### src/sv/bgs_pkg.sv
// Package for the button gesture and standby block.
// Holds the beat payload types, the event and request codes and the register indexes.
// No dependencies.
package bgs_pkg;

    localparam int TIMER_BITS_DEF = 16;
    localparam int CFG_W          = 16;

    // Configuration register indexes.
    localparam logic CFG_HOLD_TICKS   = 1'b0;
    localparam logic CFG_WINDOW_TICKS = 1'b1;

    localparam logic [CFG_W-1:0] HOLD_TICKS_RST   = 16'd300;
    localparam logic [CFG_W-1:0] WINDOW_TICKS_RST = 16'd250;

    // Event codes.
    localparam logic [2:0] EV_NONE     = 3'd0;
    localparam logic [2:0] EV_HOME     = 3'd1;
    localparam logic [2:0] EV_SWITCHER = 3'd2;
    localparam logic [2:0] EV_STANDBY  = 3'd3;
    localparam logic [2:0] EV_WOKE     = 3'd4;

    // External standby request codes.
    localparam logic [1:0] REQ_NONE  = 2'd0;
    localparam logic [1:0] REQ_ENTER = 2'd1;
    localparam logic [1:0] REQ_LEAVE = 2'd2;

    typedef struct packed {
        logic       button_down;
        logic       press_latched;
        logic [1:0] standby_request;
    } t_in_item;

    typedef struct packed {
        logic [2:0] event_res;
        logic       in_standby;
        logic       sleep_blocked;
    } t_out_item;

    // Control flags of the gesture state; the timer counts travel separately.
    typedef struct packed {
        logic       standby_flag;
        logic       wake_armed;
        logic       absorb_press;
        logic       press_held;
        logic       press_consumed;
        logic [1:0] click_count;
        logic       hold_active;
        logic       window_active;
    } t_flags;

endpackage

### src/sv/bgs_in_if.sv
// Handshake channel carrying one input beat of the gesture block.
// Depends on bgs_pkg.
interface bgs_in_if import bgs_pkg::*; ();
    logic     valid;
    logic     ready;
    t_in_item data;

    modport source (output valid, output data, input ready);
    modport sink   (input valid, input data, output ready);
endinterface

### src/sv/bgs_out_if.sv
// Handshake channel carrying one result beat of the gesture block.
// Depends on bgs_pkg.
interface bgs_out_if import bgs_pkg::*; ();
    logic      valid;
    logic      ready;
    t_out_item data;

    modport source (output valid, output data, input ready);
    modport sink   (input valid, input data, output ready);
endinterface

### src/sv/bgs_step.sv
// Next-state and result logic for one tick of the gesture block.
// Purely combinational; depends on bgs_pkg.
module bgs_step import bgs_pkg::*; #(
    parameter int TIMER_BITS = TIMER_BITS_DEF
) (
    input  t_in_item                i_item,
    input  t_flags                  i_flags,
    input  logic [TIMER_BITS-1:0]   i_hold_cnt,
    input  logic [TIMER_BITS-1:0]   i_win_cnt,
    input  logic [CFG_W-1:0]        i_hold_ticks,
    input  logic [CFG_W-1:0]        i_window_ticks,
    output t_flags                  o_flags,
    output logic [TIMER_BITS-1:0]   o_hold_cnt,
    output logic [TIMER_BITS-1:0]   o_win_cnt,
    output t_out_item               o_res
);

    localparam int CMP_W = (TIMER_BITS > CFG_W) ? TIMER_BITS : CFG_W;

    t_flags                f;
    logic [TIMER_BITS-1:0] hc;
    logic [TIMER_BITS-1:0] wc;
    logic [2:0]            ev;
    logic [1:0]            n_clicks;
    logic [CMP_W-1:0]      hold_lim;
    logic [CMP_W-1:0]      win_lim;

    assign hold_lim = CMP_W'(i_hold_ticks);
    assign win_lim  = CMP_W'(i_window_ticks);

    always_comb begin
        f        = i_flags;
        hc       = i_hold_cnt;
        wc       = i_win_cnt;
        ev       = EV_NONE;
        n_clicks = 2'd0;

        // Timers first; the counters saturate at all ones.
        if (f.hold_active) begin
            if (!(&hc)) begin
                hc = hc + 1'b1;
            end
            if (CMP_W'(hc) >= hold_lim) begin
                f.hold_active    = 1'b0;
                hc               = '0;
                f.press_consumed = 1'b1;
                f.press_held     = 1'b0;
                f.absorb_press   = 1'b1;
                f.window_active  = 1'b0;
                wc               = '0;
                f.click_count    = 2'd0;
                if (!f.standby_flag) begin
                    f.standby_flag = 1'b1;
                    if (!i_item.button_down) begin
                        f.wake_armed = 1'b1;
                    end
                    ev = EV_STANDBY;
                end
            end
        end
        if (f.window_active) begin
            if (!(&wc)) begin
                wc = wc + 1'b1;
            end
            if (CMP_W'(wc) >= win_lim) begin
                f.window_active = 1'b0;
                wc              = '0;
                if (f.click_count == 2'd1) begin
                    ev = EV_HOME;
                end
                f.click_count = 2'd0;
            end
        end

        // External request.
        case (i_item.standby_request)
            REQ_ENTER: begin
                if (!f.standby_flag) begin
                    f.standby_flag  = 1'b1;
                    f.window_active = 1'b0;
                    wc              = '0;
                    f.click_count   = 2'd0;
                    if (!i_item.button_down) begin
                        f.wake_armed = 1'b1;
                    end
                    ev = EV_STANDBY;
                end
            end
            REQ_LEAVE: begin
                if (f.standby_flag) begin
                    f.standby_flag = 1'b0;
                    f.wake_armed   = 1'b0;
                    ev             = EV_WOKE;
                end
            end
            default: ;
        endcase

        // Button sample.
        if (f.absorb_press) begin
            if (!i_item.button_down) begin
                f.absorb_press = 1'b0;
                if (f.standby_flag) begin
                    f.wake_armed = 1'b1;
                end
            end
        end else if (f.standby_flag) begin
            if (!f.wake_armed) begin
                if (!i_item.button_down) begin
                    f.wake_armed = 1'b1;
                end
            end else if (i_item.button_down || i_item.press_latched) begin
                f.standby_flag = 1'b0;
                f.wake_armed   = 1'b0;
                ev             = EV_WOKE;
                if (i_item.button_down) begin
                    f.absorb_press = 1'b1;
                end
            end
        end else if (i_item.button_down) begin
            if (!f.press_held) begin
                f.press_held     = 1'b1;
                f.press_consumed = 1'b0;
                f.window_active  = 1'b0;
                wc               = '0;
                f.hold_active    = 1'b1;
                hc               = '0;
            end
        end else begin
            f.hold_active = 1'b0;
            hc            = '0;
            if (f.press_held && !f.press_consumed) begin
                n_clicks = f.click_count + 2'd1;
                if (n_clicks >= 2'd2) begin
                    f.click_count   = 2'd0;
                    f.window_active = 1'b0;
                    wc              = '0;
                    ev              = EV_SWITCHER;
                end else begin
                    f.click_count   = n_clicks;
                    f.window_active = 1'b1;
                    wc              = '0;
                end
            end
            f.press_held = 1'b0;
        end

        o_flags              = f;
        o_hold_cnt           = hc;
        o_win_cnt            = wc;
        o_res.event_res      = ev;
        o_res.in_standby     = f.standby_flag;
        o_res.sleep_blocked  = f.standby_flag && !f.wake_armed;
    end

endmodule

### src/sv/button_gesture_standby_fsm_top.sv
// Top level of the button gesture and standby block.
// Depends on bgs_pkg, bgs_in_if, bgs_out_if and bgs_step.
//
// The block takes one beat per millisecond tick, carrying the button level, a
// flag for a press caught while asleep and an external standby request, and
// returns exactly one result beat for each: the gesture event (none, home,
// switcher, entered standby or woke) together with the standby state and
// whether standby is still waiting for its wake source to be armed. A beat is
// taken into an input register and then, through the flag and counter logic
// that updates the gesture state, into the result register, so a new beat can
// be taken on every clock cycle as long as the output is not stalled. The input
// register keeps accepting while a result waits to be taken, provided the
// result register can move on in the same cycle. The hold
// and click-window timers are TIMER_BITS wide and saturate; a timer whose
// register value lies beyond its range never expires. The two timing
// registers are written through the plain write port and should only be
// changed while no beat is in flight.
module button_gesture_standby_fsm_top import bgs_pkg::*; #(
    parameter int TIMER_BITS = TIMER_BITS_DEF
) (
    input  logic             i_clk,
    input  logic             i_rst_n,
    input  logic             i_cfg_we,
    input  logic             i_cfg_idx,
    input  logic [CFG_W-1:0] i_cfg_data,
    bgs_in_if.sink           i_item,
    bgs_out_if.source        o_res
);

    // Timing registers.
    logic [CFG_W-1:0]      r_hold_ticks;
    logic [CFG_W-1:0]      r_window_ticks;

    // Input register.
    logic                  r_in_valid;
    t_in_item              r_in;

    // Gesture state.
    t_flags                r_flags;
    logic [TIMER_BITS-1:0] r_hold_cnt;
    logic [TIMER_BITS-1:0] r_win_cnt;

    // Result register.
    logic                  r_out_valid;
    t_out_item             r_out;

    t_flags                n_flags;
    logic [TIMER_BITS-1:0] n_hold_cnt;
    logic [TIMER_BITS-1:0] n_win_cnt;
    t_out_item             n_out;

    logic                  advance;

    // The buffered beat moves on when the result register is empty or being
    // emptied in this cycle.
    assign advance      = r_in_valid && (!r_out_valid || o_res.ready);
    assign i_item.ready = !r_in_valid || advance;

    assign o_res.valid  = r_out_valid;
    assign o_res.data   = r_out;

    bgs_step #(
        .TIMER_BITS (TIMER_BITS)
    ) u_step (
        .i_item         (r_in),
        .i_flags        (r_flags),
        .i_hold_cnt     (r_hold_cnt),
        .i_win_cnt      (r_win_cnt),
        .i_hold_ticks   (r_hold_ticks),
        .i_window_ticks (r_window_ticks),
        .o_flags        (n_flags),
        .o_hold_cnt     (n_hold_cnt),
        .o_win_cnt      (n_win_cnt),
        .o_res          (n_out)
    );

    always_ff @(posedge i_clk) begin
        if (!i_rst_n) begin
            r_hold_ticks   <= HOLD_TICKS_RST;
            r_window_ticks <= WINDOW_TICKS_RST;
        end else if (i_cfg_we) begin
            case (i_cfg_idx)
                CFG_HOLD_TICKS:   r_hold_ticks   <= i_cfg_data;
                CFG_WINDOW_TICKS: r_window_ticks <= i_cfg_data;
                default: ;
            endcase
        end
    end

    always_ff @(posedge i_clk) begin
        if (!i_rst_n) begin
            r_in_valid <= 1'b0;
        end else if (i_item.ready) begin
            r_in_valid <= i_item.valid;
        end
    end

    always_ff @(posedge i_clk) begin
        if (i_item.ready && i_item.valid) begin
            r_in <= i_item.data;
        end
    end

    always_ff @(posedge i_clk) begin
        if (!i_rst_n) begin
            r_flags    <= '0;
            r_hold_cnt <= '0;
            r_win_cnt  <= '0;
        end else if (advance) begin
            r_flags    <= n_flags;
            r_hold_cnt <= n_hold_cnt;
            r_win_cnt  <= n_win_cnt;
        end
    end

    always_ff @(posedge i_clk) begin
        if (!i_rst_n) begin
            r_out_valid <= 1'b0;
        end else if (advance) begin
            r_out_valid <= 1'b1;
        end else if (o_res.ready) begin
            r_out_valid <= 1'b0;
        end
    end

    always_ff @(posedge i_clk) begin
        if (advance) begin
            r_out <= n_out;
        end
    end

endmodule
### src/flat_wrapper.sv
// flat-port wrapper written by rule: the top's interface ports become plain ports
module button_gesture_standby_fsm_top_flat import bgs_pkg::*;
#(
    parameter int TIMER_BITS = TIMER_BITS_DEF
)
  (i_clk, i_rst_n, i_cfg_we, i_cfg_idx, i_cfg_data, i_item_valid, i_item_data, i_item_ready, o_res_valid, o_res_data, o_res_ready);
  bgs_in_if i_item_i ();
  bgs_out_if o_res_i ();
  input  logic i_clk;
  input  logic i_rst_n;
  input  logic i_cfg_we;
  input  logic i_cfg_idx;
  input  logic [CFG_W-1:0] i_cfg_data;
  input wire logic [$bits(i_item_i.valid)-1:0] i_item_valid;
  input wire logic [$bits(i_item_i.data)-1:0] i_item_data;
  output wire logic [$bits(i_item_i.ready)-1:0] i_item_ready;
  output wire logic [$bits(o_res_i.valid)-1:0] o_res_valid;
  output wire logic [$bits(o_res_i.data)-1:0] o_res_data;
  input wire logic [$bits(o_res_i.ready)-1:0] o_res_ready;
  assign i_item_i.valid = i_item_valid;
  assign i_item_i.data = i_item_data;
  assign i_item_ready = i_item_i.ready;
  assign o_res_valid = o_res_i.valid;
  assign o_res_data = o_res_i.data;
  assign o_res_i.ready = o_res_ready;
  button_gesture_standby_fsm_top #(.TIMER_BITS(TIMER_BITS)) u_core (.i_clk(i_clk), .i_rst_n(i_rst_n), .i_cfg_we(i_cfg_we), .i_cfg_idx(i_cfg_idx), .i_cfg_data(i_cfg_data), .i_item(i_item_i), .o_res(o_res_i));
endmodule
### config.mk
export PLATFORM = sky130hd
export DESIGN_NAME = button_gesture_standby_fsm_top_flat
export DESIGN_NICKNAME = d
export VERILOG_FILES = /design/src/sv/bgs_pkg.sv /design/src/sv/bgs_in_if.sv /design/src/sv/bgs_out_if.sv /design/src/sv/bgs_step.sv /design/src/sv/button_gesture_standby_fsm_top.sv /design/src/flat_wrapper.sv
export SDC_FILE = /design/constraint.sdc
export NUM_CORES = 1
export LEC_CHECK = 0
export ABC_AREA = 1
export BUFFER_PORTS_ARGS = -buffer_cell sky130_fd_sc_hd__buf_2
export CAP_MARGIN = 20
export CELL_PAD_IN_SITES_DETAIL_PLACEMENT = 1
export CELL_PAD_IN_SITES_GLOBAL_PLACEMENT = 1
export CORE_UTILIZATION = 44
export DETAILED_ROUTE_END_ITERATION = 7
export PLACE_DENSITY_LB_ADDON = 0.08
export SLEW_MARGIN = 20
export SYNTH_ARGS = -nofsm -noshare
export SYNTH_HDL_FRONTEND = slang
export SYNTH_SLANG_ARGS = --single-unit
export TNS_END_PERCENT = 20
### constraint.sdc
create_clock -name i_clk -period 6.8 [get_ports i_clk]
set_clock_uncertainty 0.05 [all_clocks]
set_input_delay 1.36 -clock i_clk [delete_from_list [all_inputs] [get_ports i_clk]]
set_output_delay 1.36 -clock i_clk [all_outputs]
set_load 0.02 [all_outputs]
======== Word-level counts from Yosys, hierarchy flattened ========
Cells that the tools add are included.
word-level totals
  register bits after elaboration ......... 84
  output and inout port bits .............. 7
operators by class
  bitwise operators ....................... 1
  reduce and logical (&&, ||, !) cells .... 16
  equality and inequality tests ........... 3
  order comparisons ....................... 3
  add/sub/neg operators ................... 3
  mux-type cells .......................... 78
operator list
  kind                   number
  $mux 16                21
  $mux 3                 14
  $add 16x1->16 const B  2
  $ge 16x16->1           2
  $reduce_and 16->1      2
  $mux 2                 14
  $mux 1                 23
  $mux 9                 2
  $mux 6                 2
  $pmux 3 s2             1
  $eq 2x1->1 const B     2
  $logic_and 1x1->1      4
  $logic_not 1->1        4
  $pmux 2 s2             1
  $reduce_and 2->1       2
  $logic_or 1x1->1       3
  $add 2x1->2 const B    1
  $eq 2x2->1 const B     1
  $ge 2x2->1 const B     1
  $reduce_bool 2->1      1
  $not 1->1              1

======== Longest topological paths before layout ========
Gate-level depths: netlist of run 1.
  depth in word-level cells ............... 21
  depth in mapped cells ................... 51
  depth with buffers taken out ............ 48

======== Modules after synthesis ========
A second synthesis of run 1 with hierarchy kept.
unflattened totals
  cells, all modules ...................... 974
  area total of the unflattened synthesis .. 6189.7 µm²
by module, submodules not included
  module                          cells an instance  instances  seq. area each (µm²)  area each (µm²)
  button_gesture_standby_fsm_top  431                1          1771.7                3324.4
  bgs_step                        543                1          0.0                   2865.2

======== Worst setup path after synthesis of run 1 ========
OpenSTA, ideal clock, no wires.
  path type ............................... register -> register
  from .................................... register u_core.r_hold_cnt[5]
  to ...................................... register u_core.r_out (netlist bit u_core.o_res.data[3]), data pin
  period minus slack after synthesis ...... 5.519 ns
  cell stages (with the launch flop) ...... 48
  buffers on the path ..................... 3
  arrival time ............................ 5.214 ns
  data required time ...................... 6.495 ns
  slack ................................... 1.281 ns
  path through ............................ dfxtp_1 nand2_1 nor2_1 nand3_1 inv_1 nand4_1 nor2_1 nand2_1 nand3_1 nor3_1 xor2_1 ha_1 a21oi_1 o21a_1 nand2_1 nand2_1 nand2_2 nand2_4 (+12 left out) nand2_1 and2_1 ha_1 inv_1 nor2_1 nor2_1 o21ai_0 nand2_1 o211ai_1 nand2_1 nand3_1 nand2_1 nand3_1 ha_1 inv_1 nor2_1 o21ai_0 inv_1
RTL lines
  what                    line                                   text
  start, declared         button_gesture_standby_fsm_top.sv:40   logic [TIMER_BITS-1:0] r_hold_cnt;
  start signal, assigned  button_gesture_standby_fsm_top.sv:111  r_hold_cnt <= n_hold_cnt;
  end signal, assigned    button_gesture_standby_fsm_top.sv:128  r_out <= n_out;
  end, declared           button_gesture_standby_fsm_top.sv:45   t_out_item r_out;

==> run metrics, run 1 <==
layout cells sized above 1=10.2%; Post-CTS Hold Buffers=0; post-synthesis register bit count=84; starting density of the core=about 45%; Worst-Margin Slew=724 ps; worst hold stages=2; crit path launch type=flop; syn_nets=873; ratio of final minimum period to clock period=a little over 90%; CTS Sinks=84; H-tree Lvls=3; leakage power figure=roughly 2.7 nW; Slew Viols, Final=0; Final Hold Slack=409 ps; relative slew slack=approximately 52%; nets=894; Ant. Diodes=0; clk slew on worst S/H paths=70 ps; Arr. time, crit path=around 6300 ps; largest net degree at the start of global routing=46; Yosys warnings=0; cell mode on critical path=nand2_1; run status=finished clean; vias in the first global route=~5400; final wirelength=between 15 and 20 mm; Post-Syn Instances=810; ys flop type=dfxtp_1; Rows=40; max-cap violation count=0; Avg Inst Size Synth=6.68 um2; First-pass DRT Iterations=4; GR Overflow Total=0; final hold violations=0; CTS tree=built; fill count=roughly 1600; Slowest-stage cell, CP=dfxtp_1; P&R area growth vs syn=10.2%; IO Port Bufs=32; Chip Width=113 um; root buffer cell=clkbuf_16; first-pass GRT wire length=about 26 mm; drt wl/cell=16.4 um; Clock Tree Buf Depth=2; maximum fanout along the worst path=14; critical setup path kind=flop to flop; Final ANT Viol Nets=0; Yosys top cell area share=roughly 28%; TritonCTS Buffers=9; Synth async-reset ratio=0%; DIE HEIGHT=113 um; post-layout minimum cycle time=6190 ps; Final GP Congestion=between 0.8 and 0.9; Worst-Skew Late Latency=360 ps; r2r worst-path depth=42; count of flip-flops with a built-in enable after synthesis=9; Vias=5286; CORE AREA=12000 um2; most common cell after layout, fill and taps aside=nand2_1; initial antenna violation count=0; CP required=6860 ps; max incr delay on CP=about 400 ps; synth unique cells=43; top cells by area, synth=dfxtp_1 (28%), nand2_1 (16%), ha_1 (8.6%); commonest non-fill, non-tap cells in the layout=nand2_1 (225), inv_1 (109), a21oi_1 (79), dfxtp_1 (75), o21ai_0 (55); setup TNS=0 ps; # DRC=0; die area=roughly 13000 um2; First DRT Iteration DRCs=244; Seq/Total Area, Yosys=32.7%; Synth area leader=dfxtp_1; Final setup viols=0; I/O pin count=33; DP HPWL=12.2 mm; endpoint type of the worst setup path=flop; Pwr Density=between 150 and 200 nW/um2; Max Clk Rate=162 MHz; Max VDD drop=~0.00012 V; Mapped Area=5410 um2; Vias/cell=5.38; Hold/Removal Path Class=flop to flop; unrepaired setup endpoints after global routing=no; multi-input logic area=3100 um2; Global Route Usage Sum=26.4%; register area=1770 um2
cell families (layout without fill, tap and decap cells):
kind of cell             after synthesis  count (layout)  synth area share (%)
flip-flops                            84              84                  32.7
adder cells (fa/ha/maj)               37              37                  8.56
AND/OR/NAND/NOR                      368             368                  29.3
AO/OA/AOI/OAI                        164             164                  16.5
XOR/XNOR                              15              15                  2.43
buffers and inverters                142             168                  10.5
flip-flops by register name, indices dropped and copies added, names as in the netlist:
| name | flops |
|---|---|
| u_core.r_hold_cnt | 16 |
| u_core.r_hold_ticks | 16 |
| u_core.r_win_cnt | 16 |
| u_core.r_window_ticks | 16 |
| u_core.r_flags | 9 |
| u_core.o_res.data | 5 |
| u_core.r_in | 4 |
| u_core.o_res.valid | 1 |
| u_core.r_in_valid | 1 |
path summary, 6_finish.rpt:
path                                              start                      end  slack [ps]
worst max-delay path               u_core.r_hold_cnt[5]     u_core.o_res.data[3]         610
worst min-delay path            u_core.r_hold_ticks[10]  u_core.r_hold_ticks[10]         410
worst max register to register     u_core.r_hold_cnt[5]     u_core.o_res.data[3]         610
worst min register to register  u_core.r_hold_ticks[10]  u_core.r_hold_ticks[10]         410
power by group:
group / switching [mW] / total (mW) / internal (mW)
combinational: 0.0840 / 0.119 / 0.0348
sequential: 0.00966 / 0.530 / 0.520
clock: 0.229 / 0.479 / 0.250
routing by layer:
layer | vias to the layer above | global-route usage [%] | part of all wire [%]
li1 | 2678 | - | -
met1 | 2529 | 34.2 | 49
met5 | - | 0 | 0
met3 | 21 | 2.89 | 1.9
met4 | 0 | 9.82 | 1.7
met2 | 58 | 45.3 | 48
cell usage after synthesis (all sizes together), types with 2 or more instances:
library cell,count
nor3,10
o22ai,4
nand2,234
a21oi,80
nand3b,4
inv,113
nor4,2
o21a,2
nor2,55
clkbuf,20
buf,9
xnor2,2
o211ai,12
nand4,13
nand3,48
edfxtp,9
xor2,13
o21ai,60
dfxtp,75
ha,37
per-stage QoR:
step	area (um2)	power [mW]	setup slack, ps	instances	utilization (%)
after floorplan	5410	0.618	1280	810	-
after global placement	5660	0.654	691	966	47.1
after detailed placement	5660	0.660	501	966	47.1
after CTS	5930	1.14	448	982	49.4
after global routing	5960	1.17	10.9	983	49.7
final	5960	1.13	612	983	49.7
critical path: cells and delay by family (launching register included):
kind | cells | cell delay [ps]
and+or+nand+nor | 24 | 2660
adders and majority gates | 4 | 1090
AOI/OAI and AO/OA | 6 | 800
buffers and inverters | 7 | 620
DFF | 1 | 400
xor gates and xnor gates | 1 | 330
cell type report:
class                   instances  area share, %
flip-flops and latches         84           29.7
clock buffers                   9           3.78
well taps                     147           3.08
clock inverters                 7          0.860
inverters                     113           7.11
repair buffers                 39           3.57
multi-input cells             584           51.9
repair_timing:
| item | CTS | global route |
|---|---|---|
| setup endpoints to repair | 0 | 4 |
| setup buffers | 0 | 1 |
| gates resized for setup | 0 | 6 |
Power figures use the tool's default switching activity.
==> run 2: changes to the inputs <==
--- a/config.mk
+++ b/config.mk
@@ -10,6 +10,7 @@
 export CAP_MARGIN = 20
 export CELL_PAD_IN_SITES_DETAIL_PLACEMENT = 1
 export CELL_PAD_IN_SITES_GLOBAL_PLACEMENT = 1
+export CORE_ASPECT_RATIO = 0.7
 export CORE_UTILIZATION = 44
 export DETAILED_ROUTE_END_ITERATION = 7
 export PLACE_DENSITY_LB_ADDON = 0.08
==> run 2 against run 1 <==
  * Sequential share of layout area shrank 0.40 points
  * Non-clock buffer count fell by 1
  * Largest power group unchanged
  * Fmax down 0.57%
==> run metrics, run 2 (synthesis gave the netlist of run 1 again) <==
first-pass GRT wire length=27.2 mm; final hold violations=0; pre-CTS setup slack=236 ps; cell mode on critical path=nand2_1; max incr delay on CP=390 ps; P_int=853 uW; relative slew slack=47.9%; I/O pin count=33; multi-input logic area=approximately 3100 um2; Max Clk Rate=161 MHz; unrepaired setup endpoints after global routing=no; critical setup path kind=flop to flop; commonest non-fill, non-tap cells in the layout=nand2_1 (224), inv_1 (109), a21oi_1 (77), dfxtp_1 (74), o21ai_0 (54); Reg-to-Reg Start=u_core.r_hold_cnt[3]; initial antenna violation count=0; die area=12800 um2; nets=just under 900; fill count=1594; logic gate share of total power=10.4%; vias in the first global route=5304; Pwr Density=194 nW/um2; ratio of final minimum period to clock period=91.5%; switching share of power=27.4%; final wirelength=approximately 17 mm; Worst-Skew Late Latency=~350 ps; root buffer cell=clkbuf_16; max-cap violation count=0; Clock Tree Buf Depth=2; Max VDD drop=0.000135 V; Vias/cell=5.40; power consumption=roughly 1.2 mW; crit path launch type=flop; DP HPWL=around 13 mm; CTS tree=built; Post-CTS Hold Buffers=0; CTS Sinks=84; CORE AREA=roughly 12000 um2; H-tree Lvls=3; Final setup viols=0; maximum fanout along the worst path=14; starting density of the core=45.7%; Hold/Removal Path Class=flop to flop; setup TNS=0 ps; Chip Width=135 um; # DRC=0; placed instance count=975; worst setup margin=576 ps; TritonCTS Buffers=9; Slowest-stage cell, CP=dfxtp_1; leakage power figure=2.72 nW; Seq pwr share=45.1%; Vias=5356; Worst-Margin Slew=780 ps; largest net degree at the start of global routing=47; Ant. Diodes=0; First DRT Iteration DRCs=268; Finished Layout Cells=992; Global Route Usage Sum=27.5%; post-layout minimum cycle time=about 6200 ps; IO Port Bufs=32; GR Overflow Total=0; CP required=roughly 6900 ps; Clock power frac=44.5%; Arr. time, crit path=6270 ps; run status=finished clean; endpoint type of the worst setup path=flop; drt wl/cell=17.0 um; Hold Startpoint=u_core.r_window_ticks[12]; layout cells sized above 1=11.4%; cell family with most CP delay=simple AND/OR/NAND/NOR gates; Rows=33; Slew Viols, Final=0; Final ANT Viol Nets=0; clk slew on worst S/H paths=70 ps; crit path buf inv count=8; First-pass DRT Iterations=4; DIE HEIGHT=roughly 95 um; most common cell after layout, fill and taps aside=nand2_1; P_sw=322 uW; Final GP Congestion=0.893; Worst Setup SP=u_core.r_hold_cnt[3]; P&R area growth vs syn=11.8%; register area=1770 um2
-- run 2: cell count changes in the layout (fill, tap and decap cells not counted), moves of 2 or more --
cell,before,now
a21oi_1,79,77
a21oi_2,1,3
clkinv_2,3,0
nand3_1,45,43
nand3_2,3,5
nor3_1,7,4
nor3_2,3,6
-- run 2: final cells by class --
cell class / instances / area share [%]
sequential: 84 / 29.3
clock inverter: 6 / 1.14
inverter: 113 / 7.01
clock buffer: 10 / 3.95
timing repair buffer: 38 / 3.39
tap: 157 / 3.25
multi-input combinational: 584 / 52.0
-- run 2: power by group through the flow --
stage               logic, mW  clock network (mW)  registers (mW)
finish                  0.122               0.523           0.530
global route            0.136               0.546           0.532
CTS                     0.121               0.530           0.531
detailed placement      0.120                   0           0.541
global placement        0.113                   0           0.541
floorplan              0.0788                   0           0.539
-- run 2: worst reg2reg max path, delay by kind of cell (launching register included) --
family | cells | cell delay [ps]
simple gates | 26 | 2810
fa+ha+maj | 4 | 1060
buf+inv | 8 | 760
compound gates | 5 | 680
flops | 1 | 390
xor+xnor | 1 | 240
-- run 2: layer usage --
layer	wire (um)	vias to the layer above	GRT usage, %
met5	0	-	0
met4	106	0	5.52
met1	8580	2593	38.9
met3	514	10	3.81
li1	-	2673	-
met2	7700	80	44.5
-- run 2: repair_timing --
item / CTS / global route
setup endpoints to repair: 0 / 19
gates resized for setup: 0 / 19
buffers inserted: 0 / 1
-- run 2: final timing paths --
check                              end  slack (ps)  depth (start not counted)
max               u_core.o_res.data[3]         580                         44
min          u_core.r_window_ticks[12]         420                          2
max reg2reg       u_core.o_res.data[3]         580                         44
min reg2reg  u_core.r_window_ticks[12]         420                          2
-- run 2: metrics by stage --
stage	utilization (%)	hold WS, ps	area, um2
2_1_floorplan	-	383	5410
3_3_place_gp	47.8	403	5660
3_5_place_dp	47.8	408	5660
4_1_cts	50.4	418	5970
5_1_grt	51.1	452	6050
6_report	51.1	418	6050
